$ cat config.mk
export PLATFORM = sky130hd
export DESIGN_NAME = ace_queue
export DESIGN_NICKNAME = d
export VERILOG_FILES = /design/src/hw/rtl/ace_queue.sv
export SDC_FILE = /design/constraint.sdc
export NUM_CORES = 1
export LEC_CHECK = 0
export ABC_AREA = 1
export BUFFER_PORTS_ARGS = -buffer_cell sky130_fd_sc_hd__buf_2
export CORE_MARGIN = 4
export CORE_UTILIZATION = 45
export DETAILED_ROUTE_END_ITERATION = 8
export GPL_TIMING_DRIVEN = 0
export PLACE_DENSITY = 0.7
export SKIP_LAST_GASP = 1
export SYNTH_ARGS = -nofsm -noshare
export SYNTH_HDL_FRONTEND = slang
export SYNTH_SLANG_ARGS = --single-unit
$ cat constraint.sdc
create_clock -name clk -period 1.8 [get_ports clk]
set_input_delay 0.18 -clock clk [delete_from_list [all_inputs] [get_ports clk]]
set_output_delay 0.18 -clock clk [all_outputs]
set_load 0.01 [all_outputs]
$ cat src/hw/rtl/ace_queue.sv
module ace_queue #(
    parameter int WIDTH = 8
) (
    input  logic             clk,
    input  logic             rst_n,
    input  logic             push,
    input  logic [WIDTH-1:0] push_data,
    output logic             full,
    input  logic             pop,
    output logic [WIDTH-1:0] pop_data,
    output logic             empty
);

    logic [WIDTH-1:0] slot_reg [2];
    logic             wr_ptr_reg, wr_ptr_next;
    logic             rd_ptr_reg, rd_ptr_next;
    logic [1:0]       cnt_reg, cnt_next;

    assign full     = (cnt_reg == 2'd2);
    assign empty    = (cnt_reg == 2'd0);
    assign pop_data = slot_reg[rd_ptr_reg];

    always_comb
    begin
        wr_ptr_next = wr_ptr_reg ^ (push && !full);
        rd_ptr_next = rd_ptr_reg ^ (pop && !empty);
        cnt_next    = cnt_reg + 2'((push && !full) ? 1 : 0) - 2'((pop && !empty) ? 1 : 0);
    end

    always_ff @(posedge clk or negedge rst_n)
    begin
        if (!rst_n)
        begin
            wr_ptr_reg <= 1'b0;
            rd_ptr_reg <= 1'b0;
            cnt_reg    <= 2'd0;
        end
        else
        begin
            wr_ptr_reg <= wr_ptr_next;
            rd_ptr_reg <= rd_ptr_next;
            cnt_reg    <= cnt_next;
        end
    end

    always_ff @(posedge clk)
    begin
        if (push && !full)
        begin
            slot_reg[wr_ptr_reg] <= push_data;
        end
    end

endmodule

==> results.txt <==
----------------------------------------------------
[Floorplan]
  Initial core utilization ... 48.1%
  Total core area ... 0.00175 mm2
  Total Die Area ... 0.00262 mm2
  Die Y-Extent ... 51.2 um
  Number of I/O pins ... 22
  Die width ... 51.2 um
  Total number of placement rows ... 15

[Drt]
  Total wire length ... 1280 um
  Via density per instance ... 4.56
  Remaining number of nets flagged by the antenna check after routing ... 0
  Total vias in the final route ... 566
  First-pass detailed-route iteration total ... 4
  DR iter-0 viols ... 7
  Average detailed-routed wire length per instance ... 10.3 um
  Number of design rule violations left after detail routing ... 0

[Yosys]
  Area of the mapped netlist ... 840 um2
  Number of synthesized register bits ... 20
  Top area cells in the synthesized netlist ... sky130_fd_sc_hd__edfxtp_1 57%, sky130_fd_sc_hd__nand2_1 14%, sky130_fd_sc_hd__dfrtp_1 12%, sky130_fd_sc_hd__ha_1 6.0%, sky130_fd_sc_hd__inv_1 3.1%
  Part of the Yosys area used for sequential elements ... 69.2%
  Syn nets ... 89
  Syn avg cell area ... approximately 12 um2
  Top cells by count, synth ... 31 x sky130_fd_sc_hd__nand2_1, 16 x sky130_fd_sc_hd__edfxtp_1, 7 x sky130_fd_sc_hd__inv_1
  Post-synth EDFFs ... 16
  Count of different cell masters after synthesis ... 12
  Synth area leader ... sky130_fd_sc_hd__edfxtp_1
  Cells after synthesis ... 73
  Most instantiated library cell after synthesis ... sky130_fd_sc_hd__nand2_1
  Share of synthesized flip-flops with an asynchronous set or reset ... 20.0%
  Synthesis warning total ... 0
  Predominant post-synthesis flop cell ... sky130_fd_sc_hd__edfxtp_1
  Area share of the largest cell type after synthesis ... 57.2%

[Clocking]
  Worst-Skew Late Latency ... 0.29 ns
  CTS sink count ... 20
  CTS tree ... yes
  Number of levels the H-tree was split into ... 1
  Maximum buffer depth of the clock tree ... 2
  Clk pin slew, worst setup/hold paths ... 0.11 ns
  Number of buffers inserted for hold repair after clock tree synthesis ... 1
  CTS Buf Count ... 3
  # resized after CTS ... 0
  Library cell used as clock root buffer ... sky130_fd_sc_hd__clkbuf_4
  Post-CTS setup buffer count ... 0

[Final layout]
  Layout-stage area growth over the synthesis result ... 23.7%
  Layout Cells excl Fill ... 124
  ANT cells ... 0
  Filler cells ... ~150
  Area taken by flip-flops and latches ... 581 um2
  Flip-flop count of the largest register after layout ... 16
  Area of the multi-input gates ... 201 um2
  Non-Filler Cell Area, Final ... 0.00104 mm2
  Net count of the finished layout ... between 100 and 150
  Share of cells above drive strength 1 ... 33.3%

[STA]
  Shortest period the worst path allows ... around 1.4 ns
  Transition time at the pin with the least slew margin ... 0.398 ns
  RSZ-0062 raised after global routing ... false
  Number of failing hold endpoints at the final stage ... 0
  Worst Hold Slack ... 0.0624 ns
  Number of slew-limit violations in the final report ... 0
  Tightest slew margin relative to the limit ... 73.4%
  Clk_skew ... 0.00644 ns
  Total negative setup slack ... 0 ns
  Number of failing setup endpoints in the final timing report ... 0
  Peak clock frequency supported by timing ... 707 MHz
  Final worst path period share ... 78.6%

[Setup path]
  Most frequent cell on the critical path ... sky130_fd_sc_hd__inv_1
  Worst path slowest cell ... sky130_fd_sc_hd__dfrtp_1
  CP max FO ... 4
  Data required, critical path ... 1.99 ns
  Crit path arrival time ... 1.61 ns
  Element type at the critical path end ... register
  Cell-by-cell listing of the critical path ... inv_2, nand2_2, nand2_2, inv_1, ha_1, inv_1, ha_1, inv_1, nand2_1, nand2_1
  Worst stage delay on the critical path ... 0.41 ns
  Setup Crit Path Kind ... reg2reg
  Sort of element at the start of the critical path ... register

[Global route]
  Vias in the first global route ... 499
  Pin count of the biggest net entering global routing ... 13
  Grt total ovfl ... 0
  Global-route wire length before repair ... 1990 um
  Antenna violations before repair ... 0
  Global-route total usage across every layer ... 10.8%

[Hold path]
  Classification of the worst-slack hold path ... in2reg

[Place]
  Gpl congestion ... about 0.74
  Total half-perimeter wirelength after legalization and detailed placement ... between 900 and 1000 um
  Placement Cell Area ... 976 um2
  Number of instances in the placed design ... 119
  Count of input and output buffers ... 21

[Power and ir drop]
  Internal power ... 1.11 mW
  Sequential cell fraction of total power ... 41.1%
  Leakage ... 0.511 nW
  Power spent charging and discharging nets ... 576 uW
  Switching share of total power ... 34.2%
  Share of total power in combinational logic ... ~38%
  Total power per unit cell area ... between 1500 and 2000 mW/mm2
  Clock power share ... 21.3%
  Peak supply drop ... 0.000763 V

[Job]
  # Max-Cap Violations ... 0

[Status]
  Run status ... completed

----------------------------------------------------
## through the flow
step,setup WS [ns],util [%],power [mW]
after global placement,0.447,55.9,1.32
final,0.386,59.5,1.69
after detailed placement,0.401,55.9,1.35
after floorplan,0.492,-,1.13
after global routing,0.286,59.5,1.80
after CTS,0.386,59.5,1.70
## final cells by class
cell class	count	share of cell area (%)
Multi-Input combinational cell	41	19.4
Buffer	1	1.08
Timing Repair Buffer	22	11.1
Sequential cell	20	55.9
Tap cell	25	3.01
Clock inverter	1	2.89
Inverter	11	4.46
Clock buffer	3	2.17
## routing by layer
layer	track usage, %	vias up	routed length (um)	share of wire [%]
li1	-	286	-	-
met1	10.5	269	492	38
met2	20.0	9	709	55
met3	2.92	2	62	4.8
met4	6.73	0	16	1.3
met5	0	-	0	0
## power by group through the flow
stage | Clock [mW] | Sequential [mW] | Combinational [mW]
floorplan | 0 | 0.697 | 0.432
global placement | 0 | 0.700 | 0.617
detailed placement | 0 | 0.706 | 0.642
CTS | 0.360 | 0.696 | 0.646
global route | 0.379 | 0.708 | 0.709
finish | 0.359 | 0.694 | 0.633
## final timing paths
check / start / end / slack [ns] / cells past startpoint
max: cnt_reg[1] / cnt_reg[1] / 0.39 / 10
min in group asynchronous: rst_n / rd_ptr_reg / 0.23 / 2
min: push_data[6] / slot_reg[0][6] / 0.06 / 1
max in group asynchronous: rst_n / cnt_reg[1] / 1.45 / 2
max reg2reg: cnt_reg[1] / cnt_reg[1] / 0.39 / 10
min reg2reg: cnt_reg[0] / cnt_reg[0] / 0.60 / 1
## placed cells by master (no fill, tap or decap), drive strengths merged, types with 2 or more instances in the layout
| master | count |
|---|---|
| buf | 22 |
| nand2 | 33 |
| clkbuf | 3 |
| dfrtp | 4 |
| edfxtp | 16 |
| ha | 4 |
| nand3 | 2 |
| inv | 11 |
## worst max-delay path: cells and delay by family (launching register included)
kind	cells	cell delay [ns]
adder cells (fa/ha/maj)	2	0.43
AND/OR/NAND/NOR	4	0.23
flip-flops	1	0.41
buffers and inverters	4	0.25
## logic make-up (layout without fill, tap and decap cells)
| logic type | after synthesis | after routing | share of synthesized area, % |
|---|---|---|---|
| AO/OA/AOI/OAI | 1 | 1 | 1.04 |
| adder cells (fa/ha/maj) | 4 | 4 | 5.96 |
| buffers and inverters | 12 | 38 | 6.86 |
| flip-flops | 20 | 20 | 69.2 |
| AND/OR/NAND/NOR | 36 | 36 | 17.0 |
Note: power is estimated with default switching activity, not from simulation.
