===== src/hw/rtl/ace_pkg.sv =====
package ace_pkg;

    localparam int EST_W  = 48;
    localparam int FRAC_W = 16;
    localparam int RT_W   = 32;
    localparam int MUL_W  = 32;
    localparam int THR_W  = 6;
    localparam int WT_W   = 12;

    typedef enum logic [1:0] {
        ST_VALID = 2'd0,
        ST_NA    = 2'd1,
        ST_UNDEF = 2'd2
    } status_t;

    typedef struct packed {
        logic [EST_W-1:0] estimate;
        status_t          status;
    } result_t;

    // k*(k-1) weight of a histogram class
    function automatic logic [WT_W-1:0] pair_weight(input logic [THR_W-1:0] k);
        logic [THR_W-1:0] km1;
        km1 = k - THR_W'(1);
        return WT_W'(k) * WT_W'(km1);
    endfunction

endpackage


===== src/hw/rtl/ace_ram.sv =====
module ace_ram #(
    parameter int WIDTH = 24,
    parameter int DEPTH = 64
) (
    input  logic                     clk,
    input  logic                     we,
    input  logic [$clog2(DEPTH)-1:0] waddr,
    input  logic [WIDTH-1:0]         wdata,
    input  logic [$clog2(DEPTH)-1:0] raddr,
    output logic [WIDTH-1:0]         rdata
);

    logic [WIDTH-1:0] mem [DEPTH];

    always_ff @(posedge clk)
    begin
        if (we)
        begin
            mem[waddr] <= wdata;
        end
        rdata <= mem[raddr];
    end

endmodule


===== src/hw/rtl/ace_front.sv =====
module ace_front import ace_pkg::*; #(
    parameter int HIST_DEPTH  = 64,
    parameter int COUNT_WIDTH = 24,
    parameter int JOB_W       = 1 + RT_W + 3 * COUNT_WIDTH + COUNT_WIDTH + 18
) (
    input  logic             clk,
    input  logic             rst_n,
    input  logic             cfg_we,
    input  logic [THR_W-1:0] cfg_wdata,
    input  logic             start,
    output logic             busy,
    input  logic [31:0]      abundance,
    input  logic             last_in_sample,
    input  logic             empty_sample,
    input  logic             q_full,
    output logic             q_push,
    output logic [JOB_W-1:0] q_data
);

    localparam int AW  = $clog2(HIST_DEPTH);
    localparam int CTW = $clog2(HIST_DEPTH + 1);
    localparam int CW  = COUNT_WIDTH;
    localparam int TW  = COUNT_WIDTH + 18;
    localparam int PW  = COUNT_WIDTH + WT_W;
    localparam logic [THR_W-1:0] THR_CAP =
        (HIST_DEPTH - 1 > 63) ? THR_W'(63) : THR_W'(HIST_DEPTH - 1);

    typedef enum logic [3:0] {
        F_IDLE  = 4'b0001,
        F_UPD   = 4'b0010,
        F_SWEEP = 4'b0100,
        F_PUSH  = 4'b1000
    } fstate_t;

    fstate_t          state_reg, state_next;
    logic [THR_W-1:0] thr_reg;
    logic             sum_mode_reg, sum_mode_next;
    logic [CTW-1:0]   sw_cnt_reg, sw_cnt_next;
    logic             rd_valid_reg;
    logic [AW-1:0]    rd_k_reg;
    logic             prod_valid_reg;
    logic [PW-1:0]    prod_reg;
    logic [AW-1:0]    addr_reg;
    logic             rare_reg;
    logic             last_reg;
    logic [RT_W-1:0]  n_reg, n_next;
    logic [CW-1:0]    sr_reg, sr_next;
    logic [CW-1:0]    sa_reg, sa_next;
    logic [CW-1:0]    f1_reg, f1_next;
    logic [TW-1:0]    t_reg, t_next;

    logic             accept;
    logic [32:0]      ab_sum;
    logic [24:0]      x_val;
    logic [THR_W-1:0] thr_eff;
    logic             is_rare;
    logic             issuing;
    logic             sweep_done;
    logic [RT_W:0]    n_add;
    logic [AW+THR_W-1:0] k_ext;
    logic             use_term;

    logic             ram_we;
    logic [AW-1:0]    ram_waddr;
    logic [CW-1:0]    ram_wdata;
    logic [AW-1:0]    ram_raddr;
    logic [CW-1:0]    ram_rdata;

    ace_ram #(
        .WIDTH (CW),
        .DEPTH (HIST_DEPTH)
    ) u_hist (
        .clk   (clk),
        .we    (ram_we),
        .waddr (ram_waddr),
        .wdata (ram_wdata),
        .raddr (ram_raddr),
        .rdata (ram_rdata)
    );

    assign busy    = (state_reg != F_IDLE) || q_full;
    assign accept  = start && !busy;
    assign ab_sum  = {1'b0, abundance} + 33'd255;
    assign x_val   = ab_sum[32:8];
    assign thr_eff = (thr_reg < THR_CAP) ? thr_reg : THR_CAP;
    assign is_rare = (x_val <= 25'(thr_eff));
    assign issuing = (state_reg == F_SWEEP) && (sw_cnt_reg < CTW'(HIST_DEPTH));
    assign sweep_done = (sw_cnt_reg == CTW'(HIST_DEPTH)) && !rd_valid_reg && !prod_valid_reg;
    assign n_add   = {1'b0, n_reg} + (RT_W + 1)'(x_val[THR_W-1:0]);
    assign k_ext   = (AW + THR_W)'(rd_k_reg);
    assign use_term = sum_mode_reg && (k_ext >= (AW + THR_W)'(2))
                      && (k_ext <= (AW + THR_W)'(thr_eff));

    // empty sample sends a bare marker, a finished sample sends its sums
    assign q_push = (accept && empty_sample) || ((state_reg == F_PUSH) && !q_full);
    assign q_data = (state_reg == F_PUSH) ? {1'b0, n_reg, f1_reg, sr_reg, sa_reg, t_reg}
                                          : {1'b1, (JOB_W - 1)'(0)};

    always_comb
    begin
        ram_we    = 1'b0;
        ram_waddr = addr_reg;
        ram_wdata = '0;
        ram_raddr = x_val[AW-1:0];
        if (issuing)
        begin
            ram_we    = 1'b1;
            ram_waddr = sw_cnt_reg[AW-1:0];
            ram_raddr = sw_cnt_reg[AW-1:0];
        end
        else if (state_reg == F_UPD)
        begin
            ram_we    = rare_reg;
            ram_wdata = (ram_rdata == '1) ? ram_rdata : ram_rdata + CW'(1);
        end
    end

    always_comb
    begin
        state_next    = state_reg;
        sum_mode_next = sum_mode_reg;
        sw_cnt_next   = sw_cnt_reg;
        n_next        = n_reg;
        sr_next       = sr_reg;
        sa_next       = sa_reg;
        f1_next       = f1_reg;
        t_next        = t_reg;

        if (issuing)
        begin
            sw_cnt_next = sw_cnt_reg + CTW'(1);
        end
        if (rd_valid_reg && (rd_k_reg == AW'(1)))
        begin
            f1_next = ram_rdata;
        end
        if (prod_valid_reg)
        begin
            t_next = t_reg + TW'(prod_reg);
        end

        unique case (state_reg)
            F_IDLE:
            begin
                if (accept)
                begin
                    if (empty_sample)
                    begin
                        n_next        = '0;
                        sr_next       = '0;
                        sa_next       = '0;
                        t_next        = '0;
                        sum_mode_next = 1'b0;
                        sw_cnt_next   = '0;
                        state_next    = F_SWEEP;
                    end
                    else
                    begin
                        if (is_rare)
                        begin
                            n_next  = n_add[RT_W] ? '1 : n_add[RT_W-1:0];
                            sr_next = (sr_reg == '1) ? sr_reg : sr_reg + CW'(1);
                        end
                        else
                        begin
                            sa_next = (sa_reg == '1) ? sa_reg : sa_reg + CW'(1);
                        end
                        state_next = F_UPD;
                    end
                end
            end
            F_UPD:
            begin
                if (last_reg)
                begin
                    sum_mode_next = 1'b1;
                    sw_cnt_next   = '0;
                    t_next        = '0;
                    state_next    = F_SWEEP;
                end
                else
                begin
                    state_next = F_IDLE;
                end
            end
            F_SWEEP:
            begin
                if (sweep_done)
                begin
                    state_next = sum_mode_reg ? F_PUSH : F_IDLE;
                end
            end
            F_PUSH:
            begin
                if (!q_full)
                begin
                    n_next     = '0;
                    sr_next    = '0;
                    sa_next    = '0;
                    t_next     = '0;
                    state_next = F_IDLE;
                end
            end
            default:
            begin
                state_next = F_IDLE;
            end
        endcase
    end

    always_ff @(posedge clk or negedge rst_n)
    begin
        if (!rst_n)
        begin
            state_reg      <= F_SWEEP;
            thr_reg        <= THR_W'(10);
            sum_mode_reg   <= 1'b0;
            sw_cnt_reg     <= '0;
            rd_valid_reg   <= 1'b0;
            prod_valid_reg <= 1'b0;
            n_reg          <= '0;
            sr_reg         <= '0;
            sa_reg         <= '0;
            f1_reg         <= '0;
            t_reg          <= '0;
        end
        else
        begin
            state_reg      <= state_next;
            if (cfg_we)
            begin
                thr_reg <= cfg_wdata;
            end
            sum_mode_reg   <= sum_mode_next;
            sw_cnt_reg     <= sw_cnt_next;
            rd_valid_reg   <= issuing;
            prod_valid_reg <= rd_valid_reg && use_term;
            n_reg          <= n_next;
            sr_reg         <= sr_next;
            sa_reg         <= sa_next;
            f1_reg         <= f1_next;
            t_reg          <= t_next;
        end
    end

    always_ff @(posedge clk)
    begin
        rd_k_reg <= sw_cnt_reg[AW-1:0];
        prod_reg <= PW'(pair_weight(k_ext[THR_W-1:0])) * PW'(ram_rdata);
        if (accept)
        begin
            addr_reg <= x_val[AW-1:0];
            rare_reg <= is_rare;
            last_reg <= last_in_sample;
        end
    end

endmodule


===== config.mk =====
export PLATFORM = sky130hd
export DESIGN_NAME = ace_front
export DESIGN_NICKNAME = d
export VERILOG_FILES = /design/src/hw/rtl/ace_pkg.sv /design/src/hw/rtl/ace_ram.sv /design/src/hw/rtl/ace_front.sv
export SDC_FILE = /design/constraint.sdc
export NUM_CORES = 2
export LEC_CHECK = 0
export BUFFER_PORTS_ARGS = -buffer_cell sky130_fd_sc_hd__buf_2
export CORE_ASPECT_RATIO = 1.4
export CORE_UTILIZATION = 40
export DETAILED_ROUTE_END_ITERATION = 8
export PLACE_DENSITY_LB_ADDON = 0.05
export SYNTH_ARGS = -nofsm -noshare
export SYNTH_HDL_FRONTEND = slang
export SYNTH_HIERARCHICAL = 1
export SYNTH_SLANG_ARGS = --single-unit

===== constraint.sdc =====
create_clock -name clk -period 28.9 [get_ports clk]
set_clock_uncertainty 0.1 [all_clocks]
set_input_delay 2.89 -clock clk [delete_from_list [all_inputs] [get_ports clk]]
set_output_delay 2.89 -clock clk [all_outputs]
set_load 0.05 [all_outputs]

==> impl_metrics.ini <==
[placement]
gp_congestion = 0.820
placed_area_sq_mm = 0.0873
io_buffer_count = 193
place_hpwl_um = 143000
place_inst = 8055

[worst_setup_path]
crit_fanout = 24
slowest_stage = xnor2_2
worst_ep_arrival_time_ps = 11620
path_buf_inv = 5
slowest_delay_ps = 890
critPathKind = reg -> reg
path_delay_family = adder cells
end_kind = flip-flop
cpMostUsedCell = fa_1
required_ps = 29510
crit_path_start_kind = flip-flop

[synthesis]
synthDistinctLibCells = 81
synthesis.nets = 5745
yosys-top-cells-area = edfxtp_1 (56%), mux4_2 (9.7%), fa_1 (5.3%)
synth_edf_count = 1544
yosysSeqAreaShare = 0.628
yosysWarnings = 6
syn_inst = 5305
syn_area_sq_mm = 0.0825
synth_ff_type = edfxtp_1
synthDominantCellAreaShare = 0.562
synth_top_area_cell = edfxtp_1
avgSynthCellArea_sq_um = 15.5
synth_common_cells = edfxtp_1 (1544), mux4_2 (355), and2_1 (304)
ys_ff_latch = 1775
yosysMostFrequentCell = edfxtp_1
synthArstFlopShare = 0.0935

[cells_and_area]
drive_gt1_frac = 0.204
fin_nets = 6009
num-fill-cells = 17953
fin_area_sq_mm = 0.0931
largest_reg_flops = 1536
seqCellArea_sq_mm = 0.0518
area_growth_pct = 12.8
fin_cells = 8392
postLayoutCoreUtil = 0.456
multi_input_area_sq_mm = 0.0288

[routing]
final_antenna_net_count = 0
routed.top_layer = met4
drt_iter0_drc = 3329
wl_per_cell_um = 27.1
firstDrtPassIters = 6
wl_met2_um = 116000
met1_length_um = 94600
routed_via_density = 5.54
via_count = 46531
met3_length_um = 9670
routed_wl_um = 227000
drc = 0

[die]
core.rowCount = 196
io_pins = 194
die_w_um = 386
start_util = 0.404
core-area_sq_mm = 0.204
die_area_sq_mm = 0.208
die_h_um = 539

[pwr]
seq_power_share = 0.390
power_leakage_uw = 0.0314
vdd_ir_drop_max_v = 0.0000583
cellPowerDensity_mw_per_mm2 = 83.8
p_clk_frac = 0.299
p_int_uw = 5140
power_switching_uw = 2660
swShare = 0.341
power_frac_comb = 0.311

[global_route]
grt_max_degree = 108
antenna_found_initial = 5
gr-usage-all-layers = 0.219
grt.overflow.total = 0
grt_pass1_vias = 48753
grt_pass1_wl_um = 334000

[clock_tree]
htree_levels = 4
clk_latency_ps = 840
cts_resized = 0
cts_buffers = 185
root_buffer = clkbuf_16
cts_hold_buf = 0
cts.sinks = 1775
clkTransAtPathRegs_ps = 70
cts_tree = done
clk_path_buf_depth = 4
post_cts_buffers = 0

[sta]
hold_viol = 0
rsz0062_at_grt = no
setup_viol = 0
min_period_over_period = 0.381
slew_headroom = 0.205
worstMarginPinSlew_ps = 1190
finalMaxSlewViolations = 0
fmax_ghz = 0.0908
setup_tns_ps = 0
period_needed_ps = 11010

[min_path]
hp-class = reg -> reg

[run_status]
status = complete, no violations

[flow_run]
drv_cap = 0
[placed cells by master (no fill, tap or decap), types with 37 or more instances in the layout]
cell type,n
inv_1,302
dfxtp_1,65
nand2_1,275
clkbuf_1,45
o21ai_0,139
fa_1,217
nor2_1,160
a21oi_1,128
dfrtp_1,162
nor2b_1,37
edfxtp_1,1544
buf_2,192
o31ai_1,46
a31oi_1,44
xnor2_1,57
nand2b_1,59
mux2_2,78
a221oi_1,54
buf_4,146
o22ai_1,54
and2_1,304
mux2i_1,117
nor2_2,62
mux4_2,355
and3_1,61
clkbuf_16,186
nand3_1,94
ha_1,178
[layout make-up]
type,count,area share
Inverter,304,0.0123
Tap cell,2673,0.0359
Timing Repair Buffer,344,0.0233
Clock buffer,242,0.0534
Clock inverter,85,0.00855
Antenna cell,10,0.000269
Multi-Input combinational cell,2959,0.309
Sequential cell,1775,0.557
[per-layer routing]
metal	GRT usage	up-vias
li1	-	20651
met1	0.285	24567
met2	0.382	1015
met3	0.0265	298
met4	0.0645	0
met5	0	-
[power groups by stage]
stage	clock, uW	sequential [uW]	combinational [uW]
6_report	2330	3040	2420
5_1_grt	2490	3060	2670
4_1_cts	2400	3040	2470
3_5_place_dp	0	3100	2460
3_3_place_gp	0	3090	2460
2_1_floorplan	0	3010	1700
[stage by stage]
step	power, uW	setup WS (ps)	hold slack [ps]
global placement	5560	17820	363
finish	7800	17890	370
CTS	7910	17730	377
global route	8210	17200	379
floorplan	4720	19100	293
detailed placement	5560	17730	361
[final timing paths]
kind	from	end	slack (ps)	cells past startpoint
setup / recovery	rd_k_reg[0]	prod_reg[34]	17890	34
hold / removal	sw_cnt_reg[0]	rd_k_reg[0]	370	0
setup reg to reg	rd_k_reg[0]	prod_reg[34]	17890	34
hold reg to reg	sw_cnt_reg[0]	rd_k_reg[0]	370	0
max in group asynchronous	rst_n	t_reg[32]	24850	3
min in group asynchronous	rst_n	sr_reg[2]	1980	1
[cells by family after synthesis]
kind of cell	synth area share
flops	0.628
simple gates	0.0783
compound gates	0.0530
buf+inv	0.0290
mux	0.122
fa+ha+maj	0.0797
xor+xnor	0.00966
Note: power is estimated with default switching activity, not from simulation.
