### src/hw/rtl/ace_pkg.sv
package ace_pkg;

    localparam int EST_W  = 48;
    localparam int FRAC_W = 16;
    localparam int RT_W   = 32;
    localparam int MUL_W  = 32;
    localparam int THR_W  = 6;
    localparam int WT_W   = 12;

    typedef enum logic [1:0] {
        ST_VALID = 2'd0,
        ST_NA    = 2'd1,
        ST_UNDEF = 2'd2
    } status_t;

    typedef struct packed {
        logic [EST_W-1:0] estimate;
        status_t          status;
    } result_t;

    // k*(k-1) weight of a histogram class
    function automatic logic [WT_W-1:0] pair_weight(input logic [THR_W-1:0] k);
        logic [THR_W-1:0] km1;
        km1 = k - THR_W'(1);
        return WT_W'(k) * WT_W'(km1);
    endfunction

endpackage

### src/hw/rtl/ace_back.sv
module ace_back import ace_pkg::*; #(
    parameter int COUNT_WIDTH = 24,
    parameter int JOB_W       = 1 + RT_W + 3 * COUNT_WIDTH + COUNT_WIDTH + 18
) (
    input  logic             clk,
    input  logic             rst_n,
    input  logic             q_empty,
    input  logic [JOB_W-1:0] q_data,
    output logic             q_pop,
    output logic             done,
    output result_t          result
);

    localparam int CW = COUNT_WIDTH;
    localparam int TW = COUNT_WIDTH + 18;
    localparam int PW = (3 * CW + 51 > CW + 97) ? 3 * CW + 51 : CW + 97;
    localparam int RW = (PW + 18 > 146) ? PW + 18 : 146;

    typedef enum logic [7:0] {
        B_IDLE  = 8'b00000001,
        B_CHECK = 8'b00000010,
        B_LOAD  = 8'b00000100,
        B_MUL   = 8'b00001000,
        B_STORE = 8'b00010000,
        B_PREP  = 8'b00100000,
        B_DIV   = 8'b01000000,
        B_FIN   = 8'b10000000
    } bstate_t;

    typedef enum logic [3:0] {
        OP_SRT = 4'd0,
        OP_DE  = 4'd1,
        OP_GF1 = 4'd2,
        OP_GN  = 4'd3,
        OP_SRN = 4'd4,
        OP_SND = 4'd5,
        OP_SNE = 4'd6,
        OP_DD  = 4'd7,
        OP_DDE = 4'd8
    } op_t;

    bstate_t          state_reg, state_next;
    op_t              op_reg, op_next;
    logic             mt_reg;
    logic [RT_W-1:0]  n_reg;
    logic [CW-1:0]    f1_reg, sr_reg, sa_reg;
    logic [TW-1:0]    t_reg;
    logic [RT_W-1:0]  d_reg, e_reg;
    logic [RW-1:0]    x_reg, y_reg, acc_reg, a_reg, rem_reg, dv_reg;
    logic [MUL_W-1:0] m_reg;
    logic [EST_W-1:0] q_reg;
    logic [5:0]       cnt_reg;
    logic             done_reg;
    result_t          res_reg;

    logic [RW-1:0]    op_a;
    logic [MUL_W-1:0] op_m;
    logic [RW-1:0]    rem_init;
    logic [EST_W:0]   est_sum;

    assign q_pop  = (state_reg == B_IDLE) && !q_empty;
    assign done   = done_reg;
    assign result = res_reg;
    assign rem_init = (x_reg << 17) + y_reg;
    assign est_sum  = {1'b0, q_reg} + (EST_W + 1)'({sa_reg, FRAC_W'(0)});

    always_comb
    begin
        op_a = y_reg;
        op_m = e_reg;
        case (op_reg)
            OP_SRT:  begin op_a = RW'(t_reg);  op_m = MUL_W'(sr_reg); end
            OP_DE:   begin op_a = RW'(d_reg);  op_m = e_reg;          end
            OP_GF1:  begin op_a = x_reg;       op_m = MUL_W'(f1_reg); end
            OP_GN:   begin op_a = x_reg;       op_m = n_reg;          end
            OP_SRN:  begin op_a = RW'(sr_reg); op_m = n_reg;          end
            OP_SND:  begin op_a = y_reg;       op_m = d_reg;          end
            OP_SNE:  begin op_a = y_reg;       op_m = e_reg;          end
            OP_DD:   begin op_a = RW'(d_reg);  op_m = d_reg;          end
            default: begin op_a = y_reg;       op_m = e_reg;          end
        endcase
    end

    always_comb
    begin
        state_next = state_reg;
        op_next    = op_reg;
        unique case (state_reg)
            B_IDLE:  state_next = q_empty ? B_IDLE : B_CHECK;
            B_CHECK:
            begin
                if (mt_reg || (n_reg < RT_W'(2)) || (RT_W'(f1_reg) >= n_reg))
                begin
                    state_next = B_IDLE;
                end
                else
                begin
                    op_next    = OP_SRT;
                    state_next = B_LOAD;
                end
            end
            B_LOAD:  state_next = B_MUL;
            B_MUL:   state_next = (m_reg == '0) ? B_STORE : B_MUL;
            B_STORE:
            begin
                op_next    = op_t'(op_reg + 4'd1);
                state_next = (op_reg == OP_DDE) ? B_PREP : B_LOAD;
            end
            B_PREP:  state_next = (rem_init >= (y_reg << 49)) ? B_IDLE : B_DIV;
            B_DIV:   state_next = (cnt_reg == 6'(EST_W - 1)) ? B_FIN : B_DIV;
            B_FIN:   state_next = B_IDLE;
            default: state_next = B_IDLE;
        endcase
    end

    always_ff @(posedge clk or negedge rst_n)
    begin
        if (!rst_n)
        begin
            state_reg <= B_IDLE;
            op_reg    <= OP_SRT;
            done_reg  <= 1'b0;
        end
        else
        begin
            state_reg <= state_next;
            op_reg    <= op_next;
            done_reg  <= ((state_reg == B_CHECK) && (state_next == B_IDLE))
                         || ((state_reg == B_PREP) && (state_next == B_IDLE))
                         || (state_reg == B_FIN);
        end
    end

    always_ff @(posedge clk)
    begin
        unique case (state_reg)
            B_IDLE:
            begin
                {mt_reg, n_reg, f1_reg, sr_reg, sa_reg, t_reg} <= q_data;
            end
            B_CHECK:
            begin
                d_reg <= n_reg - RT_W'(f1_reg);
                e_reg <= n_reg - RT_W'(1);
                res_reg.estimate <= '0;
                res_reg.status   <= mt_reg ? ST_NA : ST_UNDEF;
            end
            B_LOAD:
            begin
                acc_reg <= '0;
                a_reg   <= op_a;
                m_reg   <= op_m;
            end
            B_MUL:
            begin
                // shift-add, stops once the multiplier runs out of ones
                if (m_reg[0])
                begin
                    acc_reg <= acc_reg + a_reg;
                end
                a_reg <= a_reg << 1;
                m_reg <= m_reg >> 1;
            end
            B_STORE:
            begin
                case (op_reg)
                    OP_SRT, OP_GF1, OP_GN: x_reg <= acc_reg;
                    OP_DE:   x_reg <= (x_reg > acc_reg) ? x_reg - acc_reg : '0;
                    OP_SNE:  x_reg <= x_reg + acc_reg;
                    default: y_reg <= acc_reg;
                endcase
            end
            B_PREP:
            begin
                rem_reg <= rem_init;
                dv_reg  <= y_reg << 48;
                cnt_reg <= '0;
                q_reg   <= '0;
                res_reg.estimate <= '1;
                res_reg.status   <= ST_VALID;
            end
            B_DIV:
            begin
                if (rem_reg >= dv_reg)
                begin
                    rem_reg <= rem_reg - dv_reg;
                end
                q_reg   <= {q_reg[EST_W-2:0], rem_reg >= dv_reg};
                dv_reg  <= dv_reg >> 1;
                cnt_reg <= cnt_reg + 6'd1;
            end
            B_FIN:
            begin
                res_reg.estimate <= est_sum[EST_W] ? '1 : est_sum[EST_W-1:0];
                res_reg.status   <= ST_VALID;
            end
            default:
            begin
                res_reg <= res_reg;
            end
        endcase
    end

endmodule

### config.mk
export PLATFORM = sky130hd
export DESIGN_NAME = ace_back
export DESIGN_NICKNAME = d
export VERILOG_FILES = /design/src/hw/rtl/ace_pkg.sv /design/src/hw/rtl/ace_back.sv
export SDC_FILE = /design/constraint.sdc
export NUM_CORES = 2
export LEC_CHECK = 0
export ABC_CLOCK_PERIOD_IN_PS = 14500
export BUFFER_PORTS_ARGS = -buffer_cell sky130_fd_sc_hd__buf_2
export CAP_MARGIN = 20
export CORE_ASPECT_RATIO = 1.2
export CORE_MARGIN = 3
export CORE_UTILIZATION = 59
export DETAILED_ROUTE_END_ITERATION = 10
export GPL_TIMING_DRIVEN = 1
export PLACE_DENSITY = 0.85
export REMOVE_ABC_BUFFERS = 1
export SLEW_MARGIN = 20
export SYNTH_ARGS = -nofsm -noshare
export SYNTH_HDL_FRONTEND = slang
export SYNTH_SLANG_ARGS = --single-unit
export TNS_END_PERCENT = 1
### constraint.sdc
create_clock -name clk -period 14.5 [get_ports clk]
set_clock_uncertainty 0.05 [all_clocks]
set_input_delay 2.175 -clock clk [delete_from_list [all_inputs] [get_ports clk]]
set_output_delay 2.175 -clock clk [all_outputs]
set_load 0.1 [all_outputs]
==> results.yml <==
sta:
  setup_violations: 0
  max_slew_margin_pct: 8.98
  transition_time_at_the_pin_with_the_least_slew_margin_ns: 1.36
  hold_slack_ns: 0.493
  post-route-min-period_ns: 9.64
  timing.final.crit_share_pct: 66.5
  finalHoldViolations: 0
  final_max_slew_viols: 0
  rsz0062_at_grt: "no"
  setup_total_negative_slack_ns: 0
  fmax_ghz: 0.104
setup_path:
  cp_max_fo: 5
  worst-endpoint-arrival_ns: 10.36
  cpMostUsedCell: "sky130_fd_sc_hd__or4_1"
  critPathSlowestCell: "sky130_fd_sc_hd__or4_1"
  critical_path.endpoint_type: "flip-flop"
  cp.required_ns: 15.22
  timing.reg2reg.worst_path_depth: 31
  worst_setup_path_class: "reg2reg"
  r2r_setup_slack_ns: 4.86
  crit_path_max_incr_delay_ns: 0.58
  critical_path.reg2reg.endpoint: "done"
  worst_flop_to_flop_path_startpoint: "x_reg[0]"
  cp-start-kind: "flip-flop"
power:
  leakagePower_nw: 42.0
  power.sequential.fraction_pct: 46.5
  power_switching_share_pct: 30.0
  worst_voltage_drop_across_the_vdd_grid_mv: 0.206
  power.clock.fraction_pct: 37.0
  internal_power_mw: 6.81
  power.density_cell_area_nw_per_um2: 92.5
  power_frac_comb_pct: 16.5
  total_switching_power_mw: 2.92
drt:
  via_total_after_detailed_routing: 94200
  drt_pass1_iterations: 11
  drc: 3
  ant_nets: 0
  post_drt_wl_per_cell_um: 29.6
  detail_route.vias_per_cell: 7.09
  count_of_routing_violations_after_the_opening_detailed_route_iteration: 13800
  drt_wl_total_um: 393000
place:
  gp_congestion: 1.08
  dpl.hpwl_um: 302000
  dpl.cell_count: 13000
  port_buf_inserts: 201
clocking:
  cts.clk_slew.worst_paths_ns: 0.07
  clockBufferDepth: 3
  cts_max_level: 4
  cts_hold_repair.buffers: 0
  tritoncts.num_buffers: 139
  clk_root_buffer_cell: "sky130_fd_sc_hd__clkbuf_16"
  post_cts.repair.setup_buffers: 0
  cts_sinks: 1236
  tritoncts: "built"
  clock_latency_ns: 0.83
  resize_count_post_cts: 0
die:
  io_pins: 202
  rows: 163
  floorplan.core_area_um2: 165000
  fp.dieH_um: 454
  dieArea_um2: 172000
  floorplan.die.width_um: 379
  effective_utilization_at_floorplan_pct: 59.6
yosys:
  synth_top_cells_by_area: "sky130_fd_sc_hd__edfxtp_1 37%, sky130_fd_sc_hd__ha_1 11%, sky130_fd_sc_hd__a21oi_1 5.7%"
  syn-cell-area_um2: 98500
  synth-seq-cells: 1236
  synthDistinctLibCells: 104
  synthCells: 11200
  synth.cells.most_frequent: "1223 x sky130_fd_sc_hd__edfxtp_1, 1220 x sky130_fd_sc_hd__nor2_1, 1118 x sky130_fd_sc_hd__a21oi_1"
  ys.warnings.count: 0
  syn-mean-instance-area_um2: 8.76
  yosys.area.top_type_share_pct: 37.3
  synth_edf_count: 1223
  ys_seq_area_share_pct: 37.6
  synth_area_leader_cell: "sky130_fd_sc_hd__edfxtp_1"
  synth_flop_cell: "sky130_fd_sc_hd__edfxtp_1"
  synth.most_common_cell: "sky130_fd_sc_hd__edfxtp_1"
  synthArstFlopShare_pct: 1.05
run_status:
  violations: "DRC"
  status: "finished, violations left"
final_layout:
  final_layout_size_suffix_gt1_share_pct: 5.60
  multi_input_comb_area_um2: 56500
  area_growth_syn_to_layout_pct: 6.71
  area.sequential_um2: 37100
  instances_no_fill: 13300
  fillCellCount: 13700
  layout.nets: 12000
worst_hold_path:
  min_from: "dv_reg[95]"
  hold_path_end: "dv_reg[94]"
  hold-path-cell-count: 2
  holdCritPathClass: "reg2reg"
grt:
  grt_pass1_wl_um: 573000
  grt_usage_pct: 44.2
  grt_max_degree: 182
  global_routing_usage_on_met1_pct: 55.2
  busiest_layer: "met2"
  met3_usage_pct: 11.8
  grt_pass1_vias: 88900
  overflow: 0
  grt_antenna_before_repair: 25
  globalRouteMet2Util_pct: 67.1
flow_run:
  maxCapViolations: 0
metrics by stage:
step / util [%] / area [µm²] / worst slack, ns / power, mW
after floorplan: - / 96000 / -7.45 / 5.68
after global placement: 60.9 / 101000 / 5.34 / 6.06
after detailed placement: 60.9 / 101000 / 5.30 / 6.12
after CTS: 63.6 / 105000 / 5.27 / 9.66
after global routing: 63.6 / 105000 / 4.78 / 9.99
final: 63.6 / 105000 / 4.86 / 9.73
layer usage:
metal | wire length [µm] | share of wire, %
met5 | 166 | 0.042
met4 | 32000 | 8.1
met3 | 47200 | 12
met2 | 169000 | 43
met1 | 145000 | 37
worst max-delay path: cells and delay by family (launching register included):
| family | cells | cell delay, ns |
|---|---|---|
| and+or+nand+nor | 12 | 3.37 |
| DFF | 1 | 0.45 |
| xor gates and xnor gates | 1 | 0.18 |
| adders and majority gates | 3 | 1.05 |
| AOI/OAI and AO/OA | 15 | 4.47 |
worst max path at each step:
stage,start,endpoint,slack (ns),cells past startpoint
2_1_floorplan,state_reg[0],rem_reg[0],-7.45,4
3_3_place_gp,x_reg[0],done,5.34,31
3_5_place_dp,x_reg[0],done,5.30,31
4_1_cts,x_reg[0],done,5.27,31
5_1_grt,x_reg[0],done,4.78,31
6_report,x_reg[0],done,4.86,31
kinds of logic (layout without fill, tap and decap cells):
group / count (synthesis) / count (layout) / share of synthesized area (%)
xor+xnor: 516 / 516 / 4.59
buf+inv: 1376 / 1266 / 5.31
simple gates: 3456 / 3456 / 16.1
other cells: 0 / 12 / 0
flops: 1236 / 1236 / 37.6
fa+ha+maj: 868 / 868 / 11.1
compound gates: 3778 / 3778 / 25.1
mux: 15 / 15 / 0.168
layout by cell type (no fill, tap or decap), types with 207 or more instances in the layout:
master                     Yosys  final
sky130_fd_sc_hd__o21bai_1    261    261
sky130_fd_sc_hd__xnor2_1     307    303
sky130_fd_sc_hd__o21ai_0     768    766
sky130_fd_sc_hd__nor2_1     1220   1215
sky130_fd_sc_hd__nand4_1     349    349
sky130_fd_sc_hd__a21o_1      380    379
sky130_fd_sc_hd__a21oi_1    1118   1114
sky130_fd_sc_hd__ha_1        861    861
sky130_fd_sc_hd__nand2_1     991    987
sky130_fd_sc_hd__edfxtp_1   1223   1223
sky130_fd_sc_hd__inv_1       730    729
sky130_fd_sc_hd__xor2_1      209    207
final cells by class:
cell class              count  area share [%]
clock inverters            74           0.674
repair buffers            285            1.63
clock buffers             173            3.52
flip-flops and latches   1236            35.2
inverters                 734            2.62
well taps                2145            2.55
multi-input cells        8633            53.7
diodes                     12          0.0286
power groups by stage:
stage / clock network, mW / registers, mW / logic [mW]
global route: 3.73 / 4.53 / 1.74
finish: 3.60 / 4.52 / 1.60
CTS: 3.60 / 4.51 / 1.55
detailed placement: 0 / 4.58 / 1.54
global placement: 0 / 4.58 / 1.48
floorplan: 0 / 4.62 / 1.06
No activity file was read; power rests on OpenSTA's default activity.
